[src/rtl/dcp_pkg.sv]
// dcp_pkg: request types, result codes and DSI data type codes of the command packetizer.
// No dependencies; imported by every module of the block.
package dcp_pkg;

  // Default payload limit of a long write, in bytes.
  localparam int MAX_PAYLOAD_DEF = 256;

  // Result queue depth. It must stay a power of two and at least 4.
  localparam int QDEPTH = 4;
  localparam int QAW    = $clog2(QDEPTH);

  // Result kinds.
  localparam logic [1:0] KIND_PAYLOAD = 2'd0;
  localparam logic [1:0] KIND_HEADER  = 2'd1;
  localparam logic [1:0] KIND_ERROR   = 2'd2;

  // Error codes.
  localparam logic [2:0] ERR_NONE  = 3'd0;
  localparam logic [2:0] ERR_TYPE  = 3'd1;
  localparam logic [2:0] ERR_SIZE  = 3'd2;
  localparam logic [2:0] ERR_EMPTY = 3'd3;
  localparam logic [2:0] ERR_LONG  = 3'd4;

  // DSI data types.
  localparam logic [5:0] DT_GEN_SW0   = 6'h03;
  localparam logic [5:0] DT_GEN_SW1   = 6'h13;
  localparam logic [5:0] DT_GEN_SW2   = 6'h23;
  localparam logic [5:0] DT_MAX_RET   = 6'h37;
  localparam logic [5:0] DT_GEN_RD0   = 6'h04;
  localparam logic [5:0] DT_GEN_RD1   = 6'h14;
  localparam logic [5:0] DT_GEN_RD2   = 6'h24;
  localparam logic [5:0] DT_DCS_RD    = 6'h06;
  localparam logic [5:0] DT_DCS_SW0   = 6'h05;
  localparam logic [5:0] DT_DCS_SW1   = 6'h15;
  localparam logic [5:0] DT_GEN_LONG  = 6'h29;
  localparam logic [5:0] DT_DCS_LONG  = 6'h39;

  typedef struct packed {
    logic [5:0]  cmd_type;
    logic [1:0]  virtual_channel;
    logic        has_byte;
    logic [7:0]  payload_byte;
    logic        end_of_command;
    logic [15:0] response_length;
  } in_item_t;

  typedef struct packed {
    logic [1:0]  kind;
    logic [31:0] word;
    logic        bta_request;
    logic [2:0]  error_code;
    logic        last;
  } out_item_t;

  // Results of one request handed to the queue: count (0..2) and the entries.
  typedef struct packed {
    logic [1:0] n;
    out_item_t  r0;
    out_item_t  r1;
  } res_push_t;

  function automatic out_item_t mk_item(input logic [1:0] kind, input logic [31:0] word,
                                        input logic bta, input logic [2:0] err,
                                        input logic last);
    out_item_t it;
    it.kind        = kind;
    it.word        = word;
    it.bta_request = bta;
    it.error_code  = err;
    it.last        = last;
    return it;
  endfunction

endpackage

[src/rtl/dcp_core.sv]
// dcp_core: packing state (byte count, word assembly, short bytes) and result decode.
// Depends on dcp_pkg.
module dcp_core #(
  parameter int MAX_PAYLOAD_BYTES = dcp_pkg::MAX_PAYLOAD_DEF
) (
  input  logic                clk,
  input  logic                rst_n,
  input  logic                item_valid,
  input  dcp_pkg::in_item_t   item,
  output dcp_pkg::res_push_t  push
);
  import dcp_pkg::*;

  localparam int CNT_W = $clog2(MAX_PAYLOAD_BYTES + 2);
  localparam logic [CNT_W-1:0] CNT_MAX = CNT_W'(MAX_PAYLOAD_BYTES);
  localparam logic [CNT_W-1:0] CNT_SAT = CNT_W'(MAX_PAYLOAD_BYTES + 1);
  localparam logic [CNT_W-1:0] CNT_ONE = CNT_W'(1);
  localparam logic [CNT_W-1:0] CNT_TWO = CNT_W'(2);

  logic [CNT_W-1:0] byte_count_r, byte_count_nxt;
  logic [23:0]      word_asm_r, word_asm_nxt;
  logic [15:0]      short_bytes_r, short_bytes_nxt;

  logic [31:0] full_word;
  logic        word_done;
  logic        is_long;
  logic [2:0]  err;
  logic        bta;
  logic [31:0] hdr;
  logic [31:0] cnt_ext;

  always_comb begin
    byte_count_nxt  = byte_count_r;
    word_asm_nxt    = word_asm_r;
    short_bytes_nxt = short_bytes_r;
    full_word       = '0;
    word_done       = 1'b0;

    if (item.has_byte) begin
      if (byte_count_r < CNT_MAX) begin
        if (byte_count_r < CNT_TWO) begin
          if (byte_count_r[0]) short_bytes_nxt[15:8] = item.payload_byte;
          else                 short_bytes_nxt[7:0]  = item.payload_byte;
        end
        case (byte_count_r[1:0])
          2'd0: word_asm_nxt[7:0]   = item.payload_byte;
          2'd1: word_asm_nxt[15:8]  = item.payload_byte;
          2'd2: word_asm_nxt[23:16] = item.payload_byte;
          default: begin
            full_word    = {item.payload_byte, word_asm_r};
            word_asm_nxt = '0;
            word_done    = 1'b1;
          end
        endcase
        byte_count_nxt = byte_count_r + CNT_ONE;
      end else begin
        // drop bytes past the limit and mark the overflow
        byte_count_nxt = CNT_SAT;
      end
    end

    is_long = (item.cmd_type == DT_GEN_LONG) || (item.cmd_type == DT_DCS_LONG);

    err = ERR_NONE;
    bta = 1'b0;
    case (item.cmd_type)
      DT_GEN_SW0, DT_GEN_SW1, DT_GEN_SW2, DT_MAX_RET: begin
        if (byte_count_nxt > CNT_TWO) err = ERR_SIZE;
      end
      DT_GEN_LONG, DT_DCS_LONG: begin
        if (byte_count_nxt > CNT_MAX) err = ERR_LONG;
      end
      DT_GEN_RD0, DT_GEN_RD1, DT_GEN_RD2, DT_DCS_RD: begin
        if (byte_count_nxt > CNT_TWO)          err = ERR_SIZE;
        else if (item.response_length == '0)   err = ERR_EMPTY;
        else                                   bta = 1'b1;
      end
      DT_DCS_SW0, DT_DCS_SW1: begin
        if (byte_count_nxt != CNT_ONE && byte_count_nxt != CNT_TWO) err = ERR_SIZE;
      end
      default: err = ERR_TYPE;
    endcase

    cnt_ext = 32'(byte_count_nxt);
    hdr     = {16'h0000, 8'h00, item.virtual_channel, item.cmd_type};
    if (is_long) begin
      hdr[15:8]  = cnt_ext[7:0];
      hdr[23:16] = cnt_ext[15:8];
    end else begin
      if (byte_count_nxt >= CNT_ONE) hdr[15:8]  = short_bytes_nxt[7:0];
      if (byte_count_nxt == CNT_TWO) hdr[23:16] = short_bytes_nxt[15:8];
    end

    push.n  = 2'd0;
    push.r0 = mk_item(KIND_PAYLOAD, full_word, 1'b0, ERR_NONE, 1'b0);
    push.r1 = mk_item(KIND_HEADER, hdr, 1'b0, ERR_NONE, 1'b1);
    if (item_valid) begin
      if (!item.end_of_command) begin
        if (word_done && is_long) push.n = 2'd1;
      end else if (err != ERR_NONE) begin
        push.n  = 2'd1;
        push.r0 = mk_item(KIND_ERROR, 32'h0, 1'b0, err, 1'b1);
      end else if (is_long) begin
        if (word_done) begin
          push.n = 2'd2;
        end else if (byte_count_nxt[1:0] != 2'd0) begin
          push.n  = 2'd2;
          push.r0 = mk_item(KIND_PAYLOAD, {8'h00, word_asm_nxt}, 1'b0, ERR_NONE, 1'b0);
        end else begin
          push.n  = 2'd1;
          push.r0 = mk_item(KIND_HEADER, hdr, 1'b0, ERR_NONE, 1'b1);
        end
      end else begin
        push.n  = 2'd1;
        push.r0 = mk_item(KIND_HEADER, hdr, bta, ERR_NONE, 1'b1);
      end
    end
  end

  always_ff @(posedge clk) begin
    if (!rst_n) begin
      byte_count_r  <= '0;
      word_asm_r    <= '0;
      short_bytes_r <= '0;
    end else if (item_valid) begin
      if (item.end_of_command) begin
        byte_count_r  <= '0;
        word_asm_r    <= '0;
        short_bytes_r <= '0;
      end else begin
        byte_count_r  <= byte_count_nxt;
        word_asm_r    <= word_asm_nxt;
        short_bytes_r <= short_bytes_nxt;
      end
    end
  end

`ifndef NO_ASSERTIONS
  a_clear_after_end: assert property (@(posedge clk) disable iff (!rst_n)
    item_valid && item.end_of_command |=> byte_count_r == '0 && word_asm_r == '0)
    else $error("packing state not cleared after final request");

  a_two_only_on_end: assert property (@(posedge clk) disable iff (!rst_n)
    push.n == 2'd2 |-> item_valid && item.end_of_command && push.r1.last)
    else $error("two results outside a final request");

  a_count_bounded: assert property (@(posedge clk) disable iff (!rst_n)
    byte_count_r <= CNT_SAT)
    else $error("byte count beyond saturation value");
`endif

endmodule

[src/rtl/dcp_outq.sv]
// dcp_outq: small result queue, takes up to two results a cycle, delivers one if not stalled.
// Depends on dcp_pkg.
module dcp_outq (
  input  logic                clk,
  input  logic                rst_n,
  input  dcp_pkg::res_push_t  push,
  output logic                room,
  output logic                out_valid,
  input  logic                out_stall,
  output dcp_pkg::out_item_t  out_data
);
  import dcp_pkg::*;

  localparam int CW = QAW + 1;

  out_item_t        mem_r [QDEPTH];
  logic [QAW-1:0]   wr_ptr_r, rd_ptr_r;
  logic [QAW-1:0]   wr_ptr_inc;
  logic [CW-1:0]    count_r, count_nxt;
  logic             pop;

  assign out_valid  = (count_r != '0);
  assign out_data   = mem_r[rd_ptr_r];
  assign pop        = out_valid && !out_stall;
  assign room       = (count_r <= CW'(QDEPTH - 2));
  assign wr_ptr_inc = wr_ptr_r + QAW'(1);
  assign count_nxt  = count_r + CW'(push.n) - CW'(pop);

  always_ff @(posedge clk) begin
    if (push.n != 2'd0) mem_r[wr_ptr_r]   <= push.r0;
    if (push.n == 2'd2) mem_r[wr_ptr_inc] <= push.r1;
  end

  always_ff @(posedge clk) begin
    if (!rst_n) begin
      wr_ptr_r <= '0;
      rd_ptr_r <= '0;
      count_r  <= '0;
    end else begin
      wr_ptr_r <= wr_ptr_r + QAW'(push.n);
      if (pop) rd_ptr_r <= rd_ptr_r + QAW'(1);
      count_r  <= count_nxt;
    end
  end

`ifndef NO_ASSERTIONS
  a_no_overflow: assert property (@(posedge clk) disable iff (!rst_n)
    count_r <= CW'(QDEPTH))
    else $error("result queue overflow");

  a_push_has_room: assert property (@(posedge clk) disable iff (!rst_n)
    push.n != 2'd0 |-> room)
    else $error("push without room");

  a_push_shows: assert property (@(posedge clk) disable iff (!rst_n)
    push.n != 2'd0 |=> out_valid)
    else $error("pushed result not presented");
`endif

endmodule

[src/rtl/dsi_command_packetizer_unit.sv]
// dsi_command_packetizer_unit: top level of the DSI command packetizer.
// Depends on dcp_pkg, dcp_core and dcp_outq.
//
//  channel | direction | handshake          | payload
//  in_     | request   | in_valid/in_stall   | dcp_pkg::in_item_t  (one payload byte)
//  out_    | result    | out_valid/out_stall | dcp_pkg::out_item_t (payload, header, error)
//
// One request per cycle is taken when results drain freely; each request passes through
// the input register, then its results land in a four-entry result queue.
// A final request may produce two results (last partial word plus header), delivered one
// per cycle while out_stall is low, so the queue drain rate sets sustained throughput.
// Reset is synchronous, active low, and clears the packing state and the queue.
// in_stall rises only when the request held in the input register cannot hand off its
// results because the queue has fewer than two free entries.
module dsi_command_packetizer_unit #(
  parameter int MAX_PAYLOAD_BYTES = dcp_pkg::MAX_PAYLOAD_DEF
) (
  input  logic               clk,
  input  logic               rst_n,
  input  logic               in_valid,
  output logic               in_stall,
  input  dcp_pkg::in_item_t  in_data,
  output logic               out_valid,
  input  logic               out_stall,
  output dcp_pkg::out_item_t out_data
);
  import dcp_pkg::*;

  // Input register: holds one request until the queue can take its results.
  logic      stage_valid_r;
  in_item_t  stage_item_r;
  logic      room;
  logic      advance;
  logic      load;
  res_push_t push;

  assign advance  = stage_valid_r && room;
  assign in_stall = stage_valid_r && !room;
  assign load     = in_valid && !in_stall;

  always_ff @(posedge clk) begin
    if (!rst_n) begin
      stage_valid_r <= 1'b0;
    end else if (load) begin
      stage_valid_r <= 1'b1;
    end else if (advance) begin
      stage_valid_r <= 1'b0;
    end
  end

  // Payload register needs no reset; it is qualified by stage_valid_r.
  always_ff @(posedge clk) begin
    if (load) stage_item_r <= in_data;
  end

  // Packing state and result decode; state advances when the request moves on.
  dcp_core #(
    .MAX_PAYLOAD_BYTES (MAX_PAYLOAD_BYTES)
  ) u_core (
    .clk        (clk),
    .rst_n      (rst_n),
    .item_valid (advance),
    .item       (stage_item_r),
    .push       (push)
  );

  // Result register stage: a small queue decouples result stalls from the input side.
  dcp_outq u_outq (
    .clk       (clk),
    .rst_n     (rst_n),
    .push      (push),
    .room      (room),
    .out_valid (out_valid),
    .out_stall (out_stall),
    .out_data  (out_data)
  );

`ifndef NO_ASSERTIONS
  a_stall_only_when_held: assert property (@(posedge clk) disable iff (!rst_n)
    in_stall |-> stage_valid_r && !room)
    else $error("input stalled with empty input register");

  a_held_request_moves: assert property (@(posedge clk) disable iff (!rst_n)
    stage_valid_r && room && !load |=> !stage_valid_r)
    else $error("advanced request still held");

  a_load_sets_stage: assert property (@(posedge clk) disable iff (!rst_n)
    load |=> stage_valid_r)
    else $error("accepted request not registered");
`endif

endmodule
[config.mk]
export PLATFORM = sky130hd
export DESIGN_NAME = dsi_command_packetizer_unit
export DESIGN_NICKNAME = d
export VERILOG_FILES = /design/src/rtl/dcp_pkg.sv /design/src/rtl/dcp_core.sv /design/src/rtl/dcp_outq.sv /design/src/rtl/dsi_command_packetizer_unit.sv
export SDC_FILE = /design/constraint.sdc
export NUM_CORES = 1
export LEC_CHECK = 0
export ABC_AREA = 1
export BUFFER_PORTS_ARGS = -buffer_cell sky130_fd_sc_hd__buf_4
export CAP_MARGIN = 5
export CORE_AREA = 2 2 131 228
export CTS_CLUSTER_DIAMETER = 40
export DETAILED_ROUTE_END_ITERATION = 10
export DIE_AREA = 0 0 133 230
export PLACE_DENSITY = 0.73
export SLEW_MARGIN = 20
export SYNTH_ARGS = -nofsm -noshare
export SYNTH_HDL_FRONTEND = slang
export SYNTH_SLANG_ARGS = --single-unit
[constraint.sdc]
create_clock -name clk -period 3.3 [get_ports clk]
set_clock_uncertainty 0.15 [all_clocks]
set_input_delay 0.66 -clock clk [delete_from_list [all_inputs] [get_ports clk]]
set_output_delay 0.66 -clock clk [all_outputs]
set_load 0.02 [all_outputs]
## Word level (Yosys, flattened, before mapping)

Memories as Yosys holds them, arrays and structs flattened. A register that Yosys moved wholly into a read port is not among the register bits.
Cells that the tools add are included.

- Input bits: 38
- Flip-flop bits (word level): 91
- Word-level logic and storage cells: 119
- Output and inout port bits: 41
- Memories kept: 1
- RAM bits: 156

- $lt $le $gt $ge: 6
- Eq/ne operators: 18
- $add $sub $neg: 6
- Muxes and demuxes: 50
- Reduce and logical (&&, ||, !) cells: 25

Memories:

| memory | depth | bits a word | rd ports | clocked after Yosys merged registers in | wr ports | RTL line | text |
|---|---|---|---|---|---|---|---|
| u_outq.mem_r | 4 | 39 | 1 | 1 | 2 | dcp_outq.sv:16 | `out_item_t mem_r [QDEPTH];` |

Operators by type and width:

| operator | number |
|---|---|
| $mux W41 | 4 |
| $mux W32 | 3 |
| $mux W16 | 5 |
| $mux W39 | 2 |
| $mux W24 | 3 |
| $pmux W8 S2 | 3 |
| $mux W8 | 4 |
| $eq A6 B6 Y1 const B | 5 |
| $mux W9 | 3 |
| $eq A6 B3 Y1 const B | 3 |
| $eq A6 B5 Y1 const B | 3 |
| $logic_not A16 Y1 | 1 |
| $mux W2 | 7 |
| $mux W1 | 13 |
| $pmux W3 S4 | 1 |
| $reduce_or A2 Y1 | 5 |
| $add A9 B1 Y9 const B | 1 |
| $eq A9 B2 Y1 const B | 1 |
| $ge A9 B1 Y1 const B | 1 |
| $gt A9 B2 Y1 const B | 1 |
| $gt A9 B9 Y1 const B | 1 |
| $lt A9 B2 Y1 const B | 1 |
| $lt A9 B9 Y1 const B | 1 |
| $ne A9 B1 Y1 const B | 1 |
| other kinds (18) | 32 |

## Depth between registers and ports, before layout

- Depth after elaboration: 15
- Gate-level depth with buffers: 22

## By module

From an unflattened synthesis, not the netlist that was laid out.

- Cell total of the unflattened synthesis: 1628
- Area, all modules: 13551.7 µm²

By module, submodules not included:

| module | instances | area an instance (µm²) | sequential area each (µm²) | cells each |
|---|---|---|---|---|
| dcp_outq | 1 | 7963.9 | 4864.7 | 830 |
| dcp_core | 1 | 4506.8 | 980.9 | 754 |
| dsi_command_packetizer_unit | 1 | 1081.0 | 1041.0 | 44 |

## Least setup slack after synthesis

OpenSTA, ideal clock, no wires.

- Kind: register -> register
- From: reg u_core.byte_count_r[0]
- To: reg u_outq.count_r[2]
- Period minus slack after synthesis: 3.548 ns
- Setup time: 0.120 ns
- Stages on the path, launching flop included: 22
- Path buffers: 1
- Path slack: -0.248 ns
- Arrival: 3.278 ns
- Cell sequence: dfxtp_1 -> inv_1 -> ha_1 -> inv_1 -> o21ai_2 -> inv_1 -> nand3_1 -> nor2_1 -> nand2_1 -> nand2_2 -> nand2_1 -> nand2_1 -> nor2_8 -> nand2_2 -> nand2_2 -> buf_4 -> nand3b_1 -> ha_1 -> fa_1 -> xor2_1 -> o21ai_0 -> a21oi_1

- Cells in the longest elaborated chain, start to end: 13

Ends and longest elaborated chain:

| element | RTL line | text |
|---|---|---|
| from (decl) | dcp_core.sv:20 | `logic [CNT_W-1:0] byte_count_r, byte_count_nxt;` |
| from (signal assigned) | dcp_core.sv:131 | `byte_count_r <= byte_count_nxt;` |
| parallel branches: the longest is 9 deep, another holds $add A9 B1 Y9 | -- |  |
| $mux W2 (*) | dcp_core.sv:98 | `if (!item.end_of_command) begin` |
| $mux W41 (*) | dcp_core.sv:97 | `if (item_valid) begin` |
| $add A3 B2 Y3 (*) | dcp_outq.sv:27 | `assign count_nxt = count_r + CW'(push.n) - CW'(pop);` |
| $sub A3 B1 Y3 (*) | dcp_outq.sv:27 |  |
| to (signal assigned) | dcp_outq.sv:42 | `count_r <= count_nxt;` |
| to (decl) | dcp_outq.sv:19 | `logic [CW-1:0] count_r, count_nxt;` |

Every way passes the cells marked *.
A chain may end at the register's enable or synchronous reset.

## Worst setup path after layout

Same ends and word-level chain as after synthesis.

==> key figures <==
Timing
  – Min cycle time layout: ~3.2 ns
  – Final setup violation count: 0
  – Hold WS: approximately 0.12 ns
  – Slew Limit Headroom: approximately 47%
  – Final Hold Vio Count: 0
  – RSZ-0062 raised after global routing: yes
  – Max Freq: approximately 0.32 GHz
  – Setup slack after layout: 0.129 ns
  – Setup TNS: 0 ns
  – Slew Limit Fails: 0
  – Tcrit/Tclk final: 96.1%
  – Worst-margin pin slew: roughly 0.8 ns

Route
  – DRT iter0 DRCs: between 1000 and 1500
  – DR WL/cell: 19.0 um
  – Met3 routed WL: 3100 um
  – Post-Route WL: roughly 40000 um
  – Routed Antenna Nets: 0
  – Vias: around 12000
  – DRT met1 WL: roughly 14000 um
  – Vias per cell: between 5 and 6
  – Top sig layer: met4
  – DR WL met2: 20100 um
  – Initial DRT Pass Iterations: 6
  – # DRC: 0

Synthesis
  – Syn avg cell area: 7.78 um2
  – Synth Net Count: roughly 1700
  – Syn Std Cell Area: between 10000 and 15000 um2
  – Async SR Flop Fraction: 0%
  – Yosys Warn Count: 0
  – Post-synth EDFFs: 130
  – Mapped Cells: approximately 1600
  – Synth Register Bits: roughly 250
  – Distinct cells, synth: between 40 and 50
  – Primary FF master, synth: edfxtp_1
  – Post-synthesis sequential area ratio: between 40% and 50%

Place
  – Pre-CTS setup slack: -0.0288 ns
  – Placer Congestion: around 1.1
  – # port buffers: 78
  – Detail Placement HPWL: about 27000 um

Floorplanning
  – Die Ht: approximately 230 um
  – Initial core utilization: around 45%
  – Die ar.: 30600 um2
  – Core area: roughly 29000 um2
  – Die X: ~130 um
  – IO Pins: 79
  – Row count: slightly above 80

Worst setup path
  – Crit-path max FO: 5
  – CP Cell Sequence: inv_2 -> ha_4 -> inv_1 -> o21ai_2 -> nand2_1 -> nor2_2 -> nand2_2 -> nand2_2 -> a21oi_1 -> nor2_2 -> nand3_2 -> ha_1 -> inv_1 -> fa_2 -> xor2_2 -> o21ai_1 -> a21oi_1
  – CP arrival: about 3.5 ns
  – CP Buf/Inv Count: 3
  – Crit path launch type: register
  – Critical path class: register to register
  – Required @ worst endpoint: about 3.6 ns
  – CP max-delay cell: fa_2
  – Crit end category: register
  – Crit-path leading delay family: adder cells
  – CP max stage delay: ~0.4 ns

Hold path
  – Hold Path Class: input pin to register

Global route
  – Total global routing overflow: 0
  – Overall Global Routing Usage: 26.2%
  – Vias in the first global route: 11900
  – First-pass GRT wire length: about 64000 um
  – Largest net degree at the start of global routing: 79
  – Antenna violations before repair: 0

Power and ir drop
  – Max VDD drop: ~430 uV
  – Lkg Pwr: between 6 and 7 nW
  – Power Total: roughly 8.9 mW
  – PwrDens: between 500 and 600 nW/um2

Clock tree
  – Htree depth: 1
  – TritonCTS buffer count: 27
  – CTS tree: yes
  – Clock sinks: 249
  – Clock buffer depth: 3
  – CTS root buf: clkbuf_16
  – Worst-path clk slew: about 0.070 ns
  – Worst skew pair latency: 0.56 ns
  – Post-CTS Hold Fix Bufs: 0

Cells and area
  – Area grow syn2layout: 18.4%
  – FILL cells: 2683
  – Layout cells sized above 1: about 15%
  – Antenna diode count: 0
  – Commonest non-fill, non-tap cell in the layout: nand2_1
  – Reg area: about 6300 um2
  – Final core occ: between 50 and 60%
  – Most frequent cells in the layout: 468 x nand2_1, 158 x nor2_1, 148 x buf_4
  – Area occupied by multi-input gates: between 5000 and 6000 um2
  – Fin nets: between 1500 and 2000

Run status
  – Status: complete, no violations

Job
  – Max_cap viols: 0
-- where the power goes --
part | internal (mW) | total [mW] | switching [mW]
clock network | 1.87 | 3.22 | 1.36
registers | 3.40 | 3.50 | 0.0955
logic | 0.707 | 2.15 | 1.44
total | 5.98 | 8.87 | 2.89
-- final timing paths --
kind	startpoint	end	slack (ns)	depth (start not counted)
max	u_core.byte_count_r[0]	u_outq.count_r[2]	0.13	17
max reg2reg	u_core.byte_count_r[0]	u_outq.count_r[2]	0.13	17
min	in_data[2]	stage_item_r[2]	0.12	1
min reg2reg	u_outq.rd_ptr_r[0]	register	0.31	1
-- kinds of logic after synthesis --
kind of cell / after synthesis / synth area share, %
buf+inv: 214 / 6.74
fa+ha+maj: 10 / 1.04
xor+xnor: 2 / 0.137
compound gates: 343 / 15.4
flops: 249 / 49.3
simple gates: 821 / 27.4
-- metal layers --
metal  vias up  track usage, %
met3       164            3.46
met2       666            44.6
met1      5692            30.0
met5         -               0
met4         0            18.9
li1       5738               -
-- sequential cells by signal (all words and copies together), names as in the netlist, named ones only --
signal	cells
u_core.byte_count_r	9
u_core.word_asm_r	24
u_core.short_bytes_r	16
stage_valid_r	1
u_outq.wr_ptr_r	2
u_outq.rd_ptr_r	2
stage_item_r	34
u_outq.count_r	3
u_outq.mem_r	156
-- layout make-up --
cell class              instances  area share [%]
flip-flops and latches        249            41.7
inverters                     113            2.81
clock buffers                  30            4.83
repair buffers                155            8.29
clock inverters                20            1.50
multi-input cells            1176            37.7
well taps                     378            3.13
-- cells in the mapped netlist, types with 9 or more instances --
| master | number | area, um2 |
|---|---|---|
| nand2_1 | 473 | 1780 |
| nor2_1 | 165 | 619 |
| edfxtp_1 | 130 | 3900 |
| o21ai_0 | 120 | 601 |
| dfxtp_1 | 119 | 2380 |
| a21oi_1 | 107 | 536 |
| nand3_1 | 106 | 531 |
| inv_1 | 101 | 379 |
| clkbuf_1 | 73 | 274 |
| o22ai_1 | 59 | 369 |
| nand4_1 | 47 | 294 |
| a22oi_1 | 19 | 143 |
| inv_2 | 11 | 41.3 |
| o21ai_2 | 11 | 96.3 |
| buf_4 | 10 | 75.1 |
| buf_2 | 9 | 45.0 |
| ha_1 | 9 | 113 |
-- through the flow --
stage,cell area (um2),cells
2_1_floorplan,12800,1639
3_3_place_gp,14100,2065
3_5_place_dp,14100,2065
4_1_cts,15000,2115
5_1_grt,15100,2121
6_report,15100,2121
-- worst register-to-register path: stages (launching register included) --
cell	delay [ns]
dfxtp_4	0.37
inv_2	0.07
ha_4	0.26
inv_1	0.04
o21ai_2	0.23
nand2_1	0.11
nor2_2	0.13
nand2_2	0.10
nand2_2	0.10
a21oi_1	0.08
nor2_2	0.20
nand3_2	0.14
ha_1	0.30
inv_1	0.05
fa_2	0.40
xor2_2	0.16
o21ai_1	0.12
a21oi_1	0.05
-- what timing repair did --
action,in CTS,in global routing
pin swaps,1,10
setup buffers,0,6
gates resized for setup,2,10
setup endpoints to repair,1,43
gates cloned,0,0
(Power assumes the default switching activity.)
